$ cat src/hw/rtl/epe_pkg.sv
package epe_pkg;

    localparam int DATA_W    = 32;
    localparam int FRAC_BITS = 16;
    localparam int WIDE_W    = 66;
    localparam int NSTAGE    = 7;
    localparam int CFG_IDX_W = 3;

    localparam int TS_W   = 17;
    localparam int REST_W = 17;
    localparam int DRAG_W = 20;
    localparam int AGE_W  = 17;

    // Raw product widths: value, age x step; drag, gravity, bounce x value.
    localparam int PP_W = DATA_W + TS_W + 1;
    localparam int PL_W = AGE_W + TS_W;
    localparam int PD_W = DATA_W + DRAG_W + 1;
    localparam int PG_W = 2 * DATA_W;
    localparam int PB_W = DATA_W + REST_W + 1;

    typedef logic signed [DATA_W-1:0] fix_t;
    typedef logic signed [WIDE_W-1:0] wide_t;

    localparam wide_t WIDE_ONE  = wide_t'(1) << FRAC_BITS;
    localparam wide_t WIDE_HALF = wide_t'(1) << (FRAC_BITS - 1);

    typedef enum logic [CFG_IDX_W-1:0] {
        REG_TIME_STEP   = 3'd0,
        REG_GROUND      = 3'd1,
        REG_RESTITUTION = 3'd2,
        REG_DRAG        = 3'd3,
        REG_WIND_X      = 3'd4,
        REG_WIND_Y      = 3'd5,
        REG_WIND_Z      = 3'd6,
        REG_GRAVITY_Y   = 3'd7
    } cfg_reg_t;

    typedef struct packed {
        logic        [TS_W-1:0]   time_step;
        logic signed [DATA_W-1:0] ground_level;
        logic        [REST_W-1:0] bounce_restitution;
        logic        [DRAG_W-1:0] drag_gain;
        logic signed [DATA_W-1:0] wind_x;
        logic signed [DATA_W-1:0] wind_y;
        logic signed [DATA_W-1:0] wind_z;
        logic signed [DATA_W-1:0] gravity_y;
    } cfg_t;

    localparam cfg_t CFG_RESET = '{
        time_step:          17'd1092,
        ground_level:       -32'sd655360,
        bounce_restitution: 17'd49152,
        drag_gain:          20'd32768,
        wind_x:             32'sd2018509,
        wind_y:             32'sd353894,
        wind_z:             32'sd13107,
        gravity_y:          -32'sd1952973
    };

    typedef struct packed {
        logic signed [DATA_W-1:0] pos_x;
        logic signed [DATA_W-1:0] pos_y;
        logic signed [DATA_W-1:0] pos_z;
        logic signed [DATA_W-1:0] vel_x;
        logic signed [DATA_W-1:0] vel_y;
        logic signed [DATA_W-1:0] vel_z;
        logic signed [DATA_W-1:0] life_left;
        logic        [AGE_W-1:0]  aging_rate;
    } item_t;

    typedef struct packed {
        logic signed [DATA_W-1:0] new_pos_x;
        logic signed [DATA_W-1:0] new_pos_y;
        logic signed [DATA_W-1:0] new_pos_z;
        logic signed [DATA_W-1:0] new_vel_x;
        logic signed [DATA_W-1:0] new_vel_y;
        logic signed [DATA_W-1:0] new_vel_z;
        logic signed [DATA_W-1:0] new_life;
        logic                     bounced;
        logic                     saturated;
    } result_t;

    // Handed from the front half to the back half of the pipeline.
    typedef struct packed {
        fix_t pos_x;
        fix_t pos_y;
        fix_t pos_z;
        fix_t vel_x;
        fix_t vel_y;
        fix_t vel_z;
        fix_t acc_x;
        fix_t acc_y;
        fix_t acc_z;
        fix_t life;
        fix_t gdiff;
        logic bounce;
        logic clip;
    } mid_t;

    typedef struct packed {
        logic [NSTAGE:1] load;
    } stage_ctl_t;

    typedef struct packed {
        fix_t val;
        logic clip;
    } sat_t;

    function automatic sat_t sat_fix(input wide_t x);
        sat_t  r;
        wide_t hi;
        wide_t lo;
        hi = {{(WIDE_W - DATA_W + 1){1'b0}}, {(DATA_W - 1){1'b1}}};
        lo = ~hi;
        if (x > hi) begin
            r.val  = {1'b0, {(DATA_W - 1){1'b1}}};
            r.clip = 1'b1;
        end else if (x < lo) begin
            r.val  = {1'b1, {(DATA_W - 1){1'b0}}};
            r.clip = 1'b1;
        end else begin
            r.val  = x[DATA_W-1:0];
            r.clip = 1'b0;
        end
        return r;
    endfunction

    // Round half up to FRAC_BITS fraction bits, then saturate.
    function automatic sat_t round_sat(input wide_t p);
        wide_t t;
        t = (p + WIDE_HALF) >>> FRAC_BITS;
        return sat_fix(t);
    endfunction

endpackage

$ cat src/hw/rtl/epe_cfg_regs.sv
module epe_cfg_regs (
    input  logic                             clk,
    input  logic                             rst_n,
    input  logic                             cfg_valid,
    output logic                             cfg_ready,
    input  logic [epe_pkg::CFG_IDX_W-1:0]    cfg_index,
    input  logic [epe_pkg::DATA_W-1:0]       cfg_data,
    output epe_pkg::cfg_t                    cfg
);

    epe_pkg::cfg_t cfg_reg;
    epe_pkg::cfg_t cfg_next;
    logic          wr_en;

    assign cfg_ready = 1'b1;
    assign wr_en     = cfg_valid && cfg_ready;
    assign cfg       = cfg_reg;

    always_comb
    begin
        cfg_next = cfg_reg;
        if (wr_en)
        begin
            unique case (epe_pkg::cfg_reg_t'(cfg_index))
                epe_pkg::REG_TIME_STEP:
                    cfg_next.time_step = cfg_data[epe_pkg::TS_W-1:0];
                epe_pkg::REG_GROUND:
                    cfg_next.ground_level = cfg_data;
                epe_pkg::REG_RESTITUTION:
                    cfg_next.bounce_restitution = cfg_data[epe_pkg::REST_W-1:0];
                epe_pkg::REG_DRAG:
                    cfg_next.drag_gain = cfg_data[epe_pkg::DRAG_W-1:0];
                epe_pkg::REG_WIND_X:
                    cfg_next.wind_x = cfg_data;
                epe_pkg::REG_WIND_Y:
                    cfg_next.wind_y = cfg_data;
                epe_pkg::REG_WIND_Z:
                    cfg_next.wind_z = cfg_data;
                epe_pkg::REG_GRAVITY_Y:
                    cfg_next.gravity_y = cfg_data;
            endcase
        end
    end

    always_ff @(posedge clk or negedge rst_n)
    begin
        if (!rst_n)
        begin
            cfg_reg <= epe_pkg::CFG_RESET;
        end
        else
        begin
            cfg_reg <= cfg_next;
        end
    end

endmodule

$ cat config.mk
export PLATFORM = sky130hd
export DESIGN_NAME = epe_cfg_regs
export DESIGN_NICKNAME = d
export VERILOG_FILES = /design/src/hw/rtl/epe_pkg.sv /design/src/hw/rtl/epe_cfg_regs.sv
export SDC_FILE = /design/constraint.sdc
export NUM_CORES = 1
export LEC_CHECK = 0
export BUFFER_PORTS_ARGS = -buffer_cell sky130_fd_sc_hd__buf_2
export CELL_PAD_IN_SITES_DETAIL_PLACEMENT = 0
export CELL_PAD_IN_SITES_GLOBAL_PLACEMENT = 1
export CORE_MARGIN = 1
export CORE_UTILIZATION = 38
export CTS_BUF_LIST = sky130_fd_sc_hd__clkbuf_4 sky130_fd_sc_hd__clkbuf_8 sky130_fd_sc_hd__clkbuf_16
export DETAILED_ROUTE_END_ITERATION = 8
export PLACE_DENSITY_LB_ADDON = 0.1
export SETUP_SLACK_MARGIN = 0.5
export SYNTH_ARGS = -nofsm -noshare
export SYNTH_HDL_FRONTEND = slang
export SYNTH_SLANG_ARGS = --single-unit
$ cat constraint.sdc
create_clock -name clk -period 0.8 [get_ports clk]
set_input_delay 0.16 -clock clk [delete_from_list [all_inputs] [get_ports clk]]
set_output_delay 0.16 -clock clk [all_outputs]
set_load 0.05 [all_outputs]
==> flow_summary.json <==
{
  "netlist_top_cells_area": "dfrtp_1, mux2_2, dfstp_2",
  "clock_skew_after_layout_ns": 0,
  "startpoint": "cfg[103]$_DFFE_PN1P_",
  "first_pass_grt_wire_length_um": 35360,
  "drcViolationCount": 0,
  "wl_per_cell_um": 23.07,
  "area_occupied_by_multi_input_gates_um2": 3206,
  "drt-pass1-iter-count": 4,
  "worst_reg2reg_path_length_in_cells": 3,
  "synthDistinctLibCells": 15,
  "hold_ws_ns": -0.4953,
  "die_height_um": 148.8,
  "kind_of_cell_with_the_highest_combined_delay_on_the_critical_path": "flip-flops",
  "die_w_um": 148.8,
  "worst_ep_arrival_time_ns": 1.23,
  "overflow": 0,
  "finish.cell_count_without_fillers": 1139,
  "crit_path_top_delay_cell": "dfstp_2",
  "detailedPlacementHpwl_um": 14120,
  "setup_repair_after_global_routing_missed_its_margin": "yes",
  "post-synth-top-area-fraction_pct": 43.72,
  "ys_ff_latch": 214,
  "timing.reg2reg.setup_slack_ns": -0.22,
  "postRouteWirelength_um": 26270,
  "timing.max_cap.violations": 0,
  "antenna-diode-count": 0,
  "dpl.cell_count": 999,
  "floorplan.initialDensity_pct": 38.81,
  "vias": 5525,
  "design.core.area_um2": 21090,
  "clock_tree.htree_level_count": 1,
  "yosys_most_used_dff": "dfrtp_1",
  "grtUsageTotal_pct": 21.41,
  "place_area_um2": 10640,
  "worst_setup_ep_type": "primary output",
  "hold_viol_final": 246,
  "cts.sinks": 214,
  "power.total_mw": 47.91,
  "post-synth-top-area-cell": "dfrtp_1",
  "irDropWorstVdd_v": 0.001622,
  "hold_path.class": "in2async",
  "ys_async_sr_fraction_pct": 100.0,
  "first_drt_iteration_drcs": 180,
  "port_buffers": 251,
  "final_design_area_no_fill_um2": 14800,
  "timing.rr.start": "cfg[126]$_DFFE_PN0P_",
  "postSynthNetCount": 502,
  "synthesis.area_per_instance_um2": 17.64,
  "syn-cell-area_um2": 8184,
  "area_growth_pct": 80.86,
  "clk-insertion-delay-late_ns": 0.51,
  "vias_in_the_first_global_route": 5757,
  "floorplan.die_area_um2": 22130,
  "seq_area_um2": 5612,
  "maxClockFrequency_mhz": 717.4,
  "net_total_in_the_final_layout": 886,
  "period_needed_ns": 1.394,
  "avgViaCountPerCell": 4.851,
  "outcome": "finished, violations left",
  "static-leakage-power_nw": 6.904,
  "crit_end": "cfg[103]",
  "crit_type": "reg2out",
  "synth_common_cells": "mux2_2, dfrtp_1, dfstp_2",
  "critical_path.cell_chain": "buf_8",
  "timing.final.max_slew_violations": 0,
  "timing.final.crit_share_pct": 174.2,
  "gp_congestion": 0.7391,
  "max-clock-path-buffers": 3,
  "worst-path-stages": 1,
  "post_route_cells_drive_above_1_share_pct": 98.38,
  "dpl_worst_slack_ns": -0.7545,
  "path_buf_inv": 1,
  "initial_antenna_violation_count": 0,
  "synth_seq_area_share_pct": 66.52,
  "number_of_enable_flip_flop_cells_after_synthesis": 0,
  "yosysWarningCount": 0,
  "drt.antenna.violating_nets": 0,
  "power_density_nw_per_um2": 3237,
  "cts_made_buffers": 23,
  "maximum_fanout_encountered_on_the_critical_timing_path": 2,
  "largest_reg_flops": 214,
  "fill_cells": 1364,
  "finalSetupViolations": 388,
  "failed_checks": "hold timing, setup timing",
  "required_ns": 0.64,
  "postLayoutSetupSlackWorst_ns": -0.5940,
  "critical-path-max-stage-delay_ns": 0.57,
  "worstSetupStartpointType": "register",
  "ios": 253,
  "synthCells": 464,
  "tritoncts": "done",
  "clk_pin_slew_ns": 0.06,
  "cts.root.buffer_cell": "clkbuf_16",
  "rows": 53,
  "timing.rr.end": "cfg[126]$_DFFE_PN0P_",
  "maximum_number_of_pins_on_one_net_before_global_route_repair": 48,
  "synth_most_common_cell": "mux2_2",
  "totalNegativeSetupSlack_ns": -119.31
}
[layout make-up]
cell class              count  area share [%]
clock inverters             4          0.1352
well taps                 275           2.325
flip-flops and latches    214           37.91
clock buffers              37           4.725
multi-input cells         223           21.66
repair buffers            386           33.25
[power breakdown]
group | total [mW] | switching, mW | internal (mW)
Clock | 10.1 | 4.17 | 5.97
Combinational | 21.4 | 11.6 | 9.86
Sequential | 16.3 | 2.20 | 14.1
[kinds of logic after synthesis]
family                 share of synthesized area [%]
other                                        0.04582
multiplexers                                   29.90
AND/OR/NAND/NOR                                1.055
flip-flops                                     66.52
buffers and inverters                          2.477
[per-layer routing]
| metal | vias to the layer above | track usage [%] | wire [um] |
|---|---|---|---|
| met5 | - | 0 | 0 |
| met1 | 2893 | 29.16 | 11540 |
| met4 | 0 | 5.255 | 498 |
| met3 | 35 | 4.771 | 1595 |
| met2 | 180 | 34.77 | 12640 |
| li1 | 2417 | - | - |
[cell usage in the layout (no fill, tap or decap)]
| master | n |
|---|---|
| nand4_1 | 1 |
| buf_2 | 32 |
| dfrtp_1 | 9 |
| buf_4 | 20 |
| mux2_4 | 176 |
| buf_6 | 200 |
| dfstp_2 | 71 |
| nor4b_4 | 1 |
| mux2_2 | 38 |
| conb_1 | 1 |
| clkbuf_8 | 4 |
| nor4bb_4 | 3 |
| buf_12 | 28 |
| clkbuf_16 | 30 |
| nand4b_1 | 3 |
| clkinv_2 | 4 |
| buf_16 | 11 |
| clkbuf_4 | 11 |
| dfrtp_2 | 134 |
| buf_8 | 87 |
[stage by stage]
stage / utilization, % / hold WS (ns)
floorplan: - / -0.1356
global placement: 50.44 / 0.03718
detailed placement: 50.44 / 0.03659
CTS: 65.73 / -0.5001
global route: 70.19 / -0.4995
finish: 70.19 / -0.4953
[timing repair]
item,4_1_cts,5_1_grt
cloned,12,8
pin swaps,4,4
setup endpoints to repair,428,428
hold endpoints to repair,265,244
setup buffers,44,35
gates resized for setup,564,128
[how the worst min path moves through the flow]
stage,endpoint,cells after the start
after global placement,cfg[20]$_DFFE_PN0P_,1
after floorplan,cfg[100]$_DFFE_PN0P_,0
final,cfg[108]$_DFFE_PN0P_,1
after CTS,cfg[108]$_DFFE_PN0P_,1
after detailed placement,cfg[84]$_DFFE_PN0P_,1
after global routing,cfg[108]$_DFFE_PN0P_,1
(Power assumes the default switching activity.)
