[src/hw/rtl/epe_pkg.sv]
package epe_pkg;

    localparam int DATA_W    = 32;
    localparam int FRAC_BITS = 16;
    localparam int WIDE_W    = 66;
    localparam int NSTAGE    = 7;
    localparam int CFG_IDX_W = 3;

    localparam int TS_W   = 17;
    localparam int REST_W = 17;
    localparam int DRAG_W = 20;
    localparam int AGE_W  = 17;

    // Raw product widths: value, age x step; drag, gravity, bounce x value.
    localparam int PP_W = DATA_W + TS_W + 1;
    localparam int PL_W = AGE_W + TS_W;
    localparam int PD_W = DATA_W + DRAG_W + 1;
    localparam int PG_W = 2 * DATA_W;
    localparam int PB_W = DATA_W + REST_W + 1;

    typedef logic signed [DATA_W-1:0] fix_t;
    typedef logic signed [WIDE_W-1:0] wide_t;

    localparam wide_t WIDE_ONE  = wide_t'(1) << FRAC_BITS;
    localparam wide_t WIDE_HALF = wide_t'(1) << (FRAC_BITS - 1);

    typedef enum logic [CFG_IDX_W-1:0] {
        REG_TIME_STEP   = 3'd0,
        REG_GROUND      = 3'd1,
        REG_RESTITUTION = 3'd2,
        REG_DRAG        = 3'd3,
        REG_WIND_X      = 3'd4,
        REG_WIND_Y      = 3'd5,
        REG_WIND_Z      = 3'd6,
        REG_GRAVITY_Y   = 3'd7
    } cfg_reg_t;

    typedef struct packed {
        logic        [TS_W-1:0]   time_step;
        logic signed [DATA_W-1:0] ground_level;
        logic        [REST_W-1:0] bounce_restitution;
        logic        [DRAG_W-1:0] drag_gain;
        logic signed [DATA_W-1:0] wind_x;
        logic signed [DATA_W-1:0] wind_y;
        logic signed [DATA_W-1:0] wind_z;
        logic signed [DATA_W-1:0] gravity_y;
    } cfg_t;

    localparam cfg_t CFG_RESET = '{
        time_step:          17'd1092,
        ground_level:       -32'sd655360,
        bounce_restitution: 17'd49152,
        drag_gain:          20'd32768,
        wind_x:             32'sd2018509,
        wind_y:             32'sd353894,
        wind_z:             32'sd13107,
        gravity_y:          -32'sd1952973
    };

    typedef struct packed {
        logic signed [DATA_W-1:0] pos_x;
        logic signed [DATA_W-1:0] pos_y;
        logic signed [DATA_W-1:0] pos_z;
        logic signed [DATA_W-1:0] vel_x;
        logic signed [DATA_W-1:0] vel_y;
        logic signed [DATA_W-1:0] vel_z;
        logic signed [DATA_W-1:0] life_left;
        logic        [AGE_W-1:0]  aging_rate;
    } item_t;

    typedef struct packed {
        logic signed [DATA_W-1:0] new_pos_x;
        logic signed [DATA_W-1:0] new_pos_y;
        logic signed [DATA_W-1:0] new_pos_z;
        logic signed [DATA_W-1:0] new_vel_x;
        logic signed [DATA_W-1:0] new_vel_y;
        logic signed [DATA_W-1:0] new_vel_z;
        logic signed [DATA_W-1:0] new_life;
        logic                     bounced;
        logic                     saturated;
    } result_t;

    // Handed from the front half to the back half of the pipeline.
    typedef struct packed {
        fix_t pos_x;
        fix_t pos_y;
        fix_t pos_z;
        fix_t vel_x;
        fix_t vel_y;
        fix_t vel_z;
        fix_t acc_x;
        fix_t acc_y;
        fix_t acc_z;
        fix_t life;
        fix_t gdiff;
        logic bounce;
        logic clip;
    } mid_t;

    typedef struct packed {
        logic [NSTAGE:1] load;
    } stage_ctl_t;

    typedef struct packed {
        fix_t val;
        logic clip;
    } sat_t;

    function automatic sat_t sat_fix(input wide_t x);
        sat_t  r;
        wide_t hi;
        wide_t lo;
        hi = {{(WIDE_W - DATA_W + 1){1'b0}}, {(DATA_W - 1){1'b1}}};
        lo = ~hi;
        if (x > hi) begin
            r.val  = {1'b0, {(DATA_W - 1){1'b1}}};
            r.clip = 1'b1;
        end else if (x < lo) begin
            r.val  = {1'b1, {(DATA_W - 1){1'b0}}};
            r.clip = 1'b1;
        end else begin
            r.val  = x[DATA_W-1:0];
            r.clip = 1'b0;
        end
        return r;
    endfunction

    // Round half up to FRAC_BITS fraction bits, then saturate.
    function automatic sat_t round_sat(input wide_t p);
        wide_t t;
        t = (p + WIDE_HALF) >>> FRAC_BITS;
        return sat_fix(t);
    endfunction

endpackage

[src/hw/rtl/epe_pipe_ctrl.sv]
module epe_pipe_ctrl (
    input  logic                 clk,
    input  logic                 rst_n,
    input  logic                 item_valid,
    output logic                 item_stall,
    output logic                 result_valid,
    input  logic                 result_stall,
    output epe_pkg::stage_ctl_t  ctl
);

    logic [epe_pkg::NSTAGE:1] valid_reg;
    logic [epe_pkg::NSTAGE:1] valid_next;
    logic [epe_pkg::NSTAGE:1] valid_in;
    logic [epe_pkg::NSTAGE:1] rdy;

    // A stage may take a word when it is empty or its word moves on.
    always_comb
    begin
        rdy[epe_pkg::NSTAGE] = !valid_reg[epe_pkg::NSTAGE] || !result_stall;
        for (int i = epe_pkg::NSTAGE - 1; i >= 1; i--)
        begin
            rdy[i] = !valid_reg[i] || rdy[i+1];
        end
    end

    assign valid_in   = {valid_reg[epe_pkg::NSTAGE-1:1], item_valid};
    assign valid_next = (rdy & valid_in) | (~rdy & valid_reg);

    assign ctl.load    = rdy;
    assign item_stall   = !rdy[1];
    assign result_valid = valid_reg[epe_pkg::NSTAGE];

    always_ff @(posedge clk or negedge rst_n)
    begin
        if (!rst_n)
        begin
            valid_reg <= '0;
        end
        else
        begin
            valid_reg <= valid_next;
        end
    end

`ifndef SYNTHESIS
    a_stall_only_when_full: assert property (@(posedge clk) disable iff (!rst_n)
        item_stall |-> ((&valid_reg) && result_stall))
        else $error("input stalled while the pipeline has a free stage");

    a_last_stage_advance: assert property (@(posedge clk) disable iff (!rst_n)
        (valid_reg[epe_pkg::NSTAGE] && !result_stall)
            |=> (valid_reg[epe_pkg::NSTAGE] == $past(valid_reg[epe_pkg::NSTAGE-1])))
        else $error("last stage did not take the word behind it");

    a_no_loss_under_stall: assert property (@(posedge clk) disable iff (!rst_n)
        result_stall |=> ($countones(valid_reg) >= $past($countones(valid_reg))))
        else $error("a word vanished while the output was stalled");
`endif

endmodule

[config.mk]
export PLATFORM = sky130hd
export DESIGN_NAME = epe_pipe_ctrl
export DESIGN_NICKNAME = d
export VERILOG_FILES = /design/src/hw/rtl/epe_pkg.sv /design/src/hw/rtl/epe_pipe_ctrl.sv
export SDC_FILE = /design/constraint.sdc
export NUM_CORES = 1
export LEC_CHECK = 0
export ABC_AREA = 1
export ABC_CLOCK_PERIOD_IN_PS = 1200
export BUFFER_PORTS_ARGS = -buffer_cell sky130_fd_sc_hd__buf_4
export CAP_MARGIN = 20
export CORE_AREA = 4 4 41 43
export DETAILED_ROUTE_END_ITERATION = 6
export DIE_AREA = 0 0 45 47
export GPL_TIMING_DRIVEN = 0
export RECOVER_POWER = 50
export SETUP_SLACK_MARGIN = 0.5
export SLEW_MARGIN = 40
export SYNTH_ARGS = -nofsm -noshare
export SYNTH_HDL_FRONTEND = slang
export SYNTH_SLANG_ARGS = --single-unit
[constraint.sdc]
create_clock -name clk -period 1.2 [get_ports clk]
set_clock_uncertainty 0.15 [all_clocks]
set_input_delay 0.06 -clock clk [delete_from_list [all_inputs] [get_ports clk]]
set_output_delay 0.06 -clock clk [all_outputs]
set_load 0.01 [all_outputs]
==> PnR_summary.wiki <==
{| class="wikitable"
! Metric !! Value
|-
| Cell Int Power || roughly 0.57 mW
|-
| Launching element type of the critical path || flip-flop
|-
| Cell area after synthesis || approximately 300 um^2
|-
| Delay of the slowest cell on the worst path || 0.38 ns
|-
| Remaining antenna violation count after routing || 0
|-
| Initial antenna violation count || 0
|-
| TritonCTS clock tree || built
|-
| Critical path type || flip-flop to primary output
|-
| Share of total power in sequential cells || 37.2%
|-
| Area after detailed placement || ~420 um^2
|-
| Cell count after synthesis || 29
|-
| Count of buffers inserted at the top-level ports || 12
|-
| Worst-path cell with the longest stage delay || dfrtp_1
|-
| Achievable frequency || 703.5 MHz
|-
| First-pass iteration count of the detailed router || 3
|-
| Post-Place Setup Slack || 0.005674 ns
|-
| Die Width || 45 um
|-
| Element type at the critical path end || primary output
|-
| Synth Net Count || 33
|-
| Post-layout nets || 60
|-
| Total length of routed wires || 740 um
|-
| Clock Pin Slew Worst Setup and Hold Paths || 0.06 ns
|-
| Tot GR Track Use || 9.091%
|-
| Share of Yosys cell area claimed by the top area cell type || between 50 and 60%
|-
| Overall power of the completed layout || 0.8264 mW
|-
| Post-detail-place hpwl || ~450 um
|-
| First-pass GRT wire length || 1.311 mm
|-
| Die Y || 47 um
|-
| Final critical delay including setup and external delays || 1.421 ns
|-
| Routed wire length per instance || 10.57 um
|-
| TritonCTS Sinks || 7
|-
| Overflow left after global routing || 0
|-
| Fraction of the yosys area taken by sequential cells || 59.07%
|-
| Req. time, crit path || 0.99 ns
|-
| Net switching share of the total power || 31.34%
|-
| Violations in the final reports || negative hold slack, negative setup slack
|-
| Post-synthesis sequential element count || 7
|-
| Arrival time of data at the critical path endpoint || 1.21 ns
|-
| Weighted congestion at the end of routability-driven global placement || about 0.6
|-
| Library cells used by synthesis || 8
|-
| Rows || 13
|-
| Power Density || 1408 mW/mm^2
|-
| I/O pin count || 13
|-
| Number of endpoints failing setup at the final stage || 11
|-
| Critical Path Sink || item_stall
|-
| Maximum number of pins on one net before global-route repair || 8
|-
| Number of buffers created by CTS || 3
|-
| Worst Path Max Fanout || 5
|-
| Total Die Area || 0.002115 mm^2
|-
| Cell type with the largest total area after synthesis || dfrtp_1
|-
| Pleak || 0.2956 nW
|-
| Reg2reg path depth || 6
|-
| Maxcap violations || 0
|-
| Setup repair after global routing missed its margin || yes
|-
| Reg-to-reg slack, setup || -0.09 ns
|-
| Initial standard-cell utilization of the core || 22.79%
|-
| Fraction of final layout cells sized beyond drive strength 1 || 60.00%
|-
| Clk_lat worst skew || ~0.25 ns
|-
| Type of the worst min-delay path || primary input to flip-flop
|-
| Filler Cells Inserted || 133
|-
| Max_slew headroom || around three quarters
|-
| Drt drc || 0
|-
| Number of placed instances, taps included || 56
|-
| Vias in the first global route || 305
|-
| Fraction of power consumed by the clock network || a little over a quarter
|-
| Final Slew Violations || 0
|-
| Library cell appearing most often on the critical path || nand4_4
|-
| Final cell count without fillers || 70
|-
| Area added between synthesis and finish || 97.89%
|-
| Htree depth || 1
|-
| Drt initial violations || 2
|-
| Leading cell type in the layout, fill and taps excluded || buf_6
|-
| Most frequent cells in the layout || buf_6 (11), buf_4 (9), inv_1 (7)
|-
| Switching power summed over all nets || 0.2590 mW
|-
| Mean instance size in the synthesized netlist || around 10 um^2
|-
| Worst-case clock buffer depth || 2
|-
| Ordered cell list for the critical path || nand4_4, nor2_4, nand4_4, inv_2, buf_6
|-
| Transition time of the tightest slew-check pin || 0.3847 ns
|-
| Core area || 0.001301 mm^2
|-
| Post-Layout Inst Area || 586.8 um^2
|-
| Hold Violations, Final || 3
|-
| Share of power burned in combinational logic || 36.4%
|-
| Hold_ws || -0.1637 ns
|-
| Minimum setup slack in the final design || -0.2214 ns
|-
| Count of synthesis-stage warnings from yosys || 0
|-
| Detail-routed via count per cell || 4.000
|-
| Clock root buffer || clkbuf_4
|-
| Final core utilization || 45.10%
|-
| Cells taking the most area after synthesis || dfrtp_1 (59%), inv_1 (10%), nand2_1 (10%)
|-
| Status || finished with violations
|-
| Worst voltage drop across the vdd grid || slightly above 0.6 mV
|-
| Hold_buf cts || 1
|-
| Share of the clock period used by the worst path || 118.4%
|-
| Via count || 280
|-
| Number of diodes added for antenna fixing || 0
|}
per-layer routing:
metal / wire length [um] / share of wire [%] / global-route usage, %
met5: 0 / 0 / 0
met4: 0 / 0 / 7.018
met3: 48 / 6.5 / 2.299
met2: 385 / 52 / 14.97
met1: 307 / 41 / 10.05
worst min-delay path by stage:
stage                from                          to  slack [ns]  depth (start not counted)
2_1_floorplan       rst_n  asynchronous set/reset pin       -0.39                          0
3_3_place_gp        rst_n  asynchronous set/reset pin       -0.27                          1
3_5_place_dp        rst_n  asynchronous set/reset pin       -0.27                          1
4_1_cts        item_valid                   flip-flop       -0.17                          3
5_1_grt        item_valid                   flip-flop       -0.16                          3
6_report       item_valid                   flip-flop       -0.16                          3
kinds of logic (layout without fill, tap and decap cells):
family / Yosys count / in the layout / share of synthesized area, %
buf+inv: 8 / 34 / 10.13
simple gates: 14 / 14 / 30.80
flops: 7 / 7 / 59.07
stage by stage:
stage          hold WS [ns]  TNS (ns)
2_1_floorplan       -0.3856         0
3_3_place_gp        -0.2724         0
3_5_place_dp        -0.2724         0
4_1_cts             -0.1729    -1.311
5_1_grt             -0.1628    -2.497
6_report            -0.1637    -1.750
final cells by class:
cell class	instances	area (um^2)	share of cell area, %
inverter	8	30.03	5.117
clock buffer	4	26.28	4.478
sequential	7	176.4	30.06
timing repair buffer	22	205.2	34.97
multi-input combinational	14	130.1	22.17
tap	15	18.77	3.198
critical path: cells and delay by family, from the launching register on:
family,cells,cell delay [ns]
flops,1,0.38
simple gates,3,0.40
buf+inv,2,0.16
synth_stat cells:
cell type and number:
inv_1 8, nor2_4 1, nand4_2 1, nand2_1 8, or2_1 1, dfrtp_1 7, nand3_1 2, nand4_4 1
power by group through the flow:
stage	registers (mW)	clock network, mW	logic (mW)
floorplan	0.309	0	0.107
detailed placement	0.314	0	0.195
CTS	0.308	0.231	0.260
global placement	0.312	0	0.193
global route	0.313	0.243	0.330
finish	0.308	0.218	0.301
what timing repair did:
item / in CTS / in global routing
hold endpoints to repair: 10 / 3
endpoints found under the setup margin: 16 / 16
setup buffers: 5 / 4
gates cloned: 0 / 0
gates resized for setup: 9 / 8
pin swaps: 2 / 3
No activity file was read; power rests on OpenSTA's default activity.
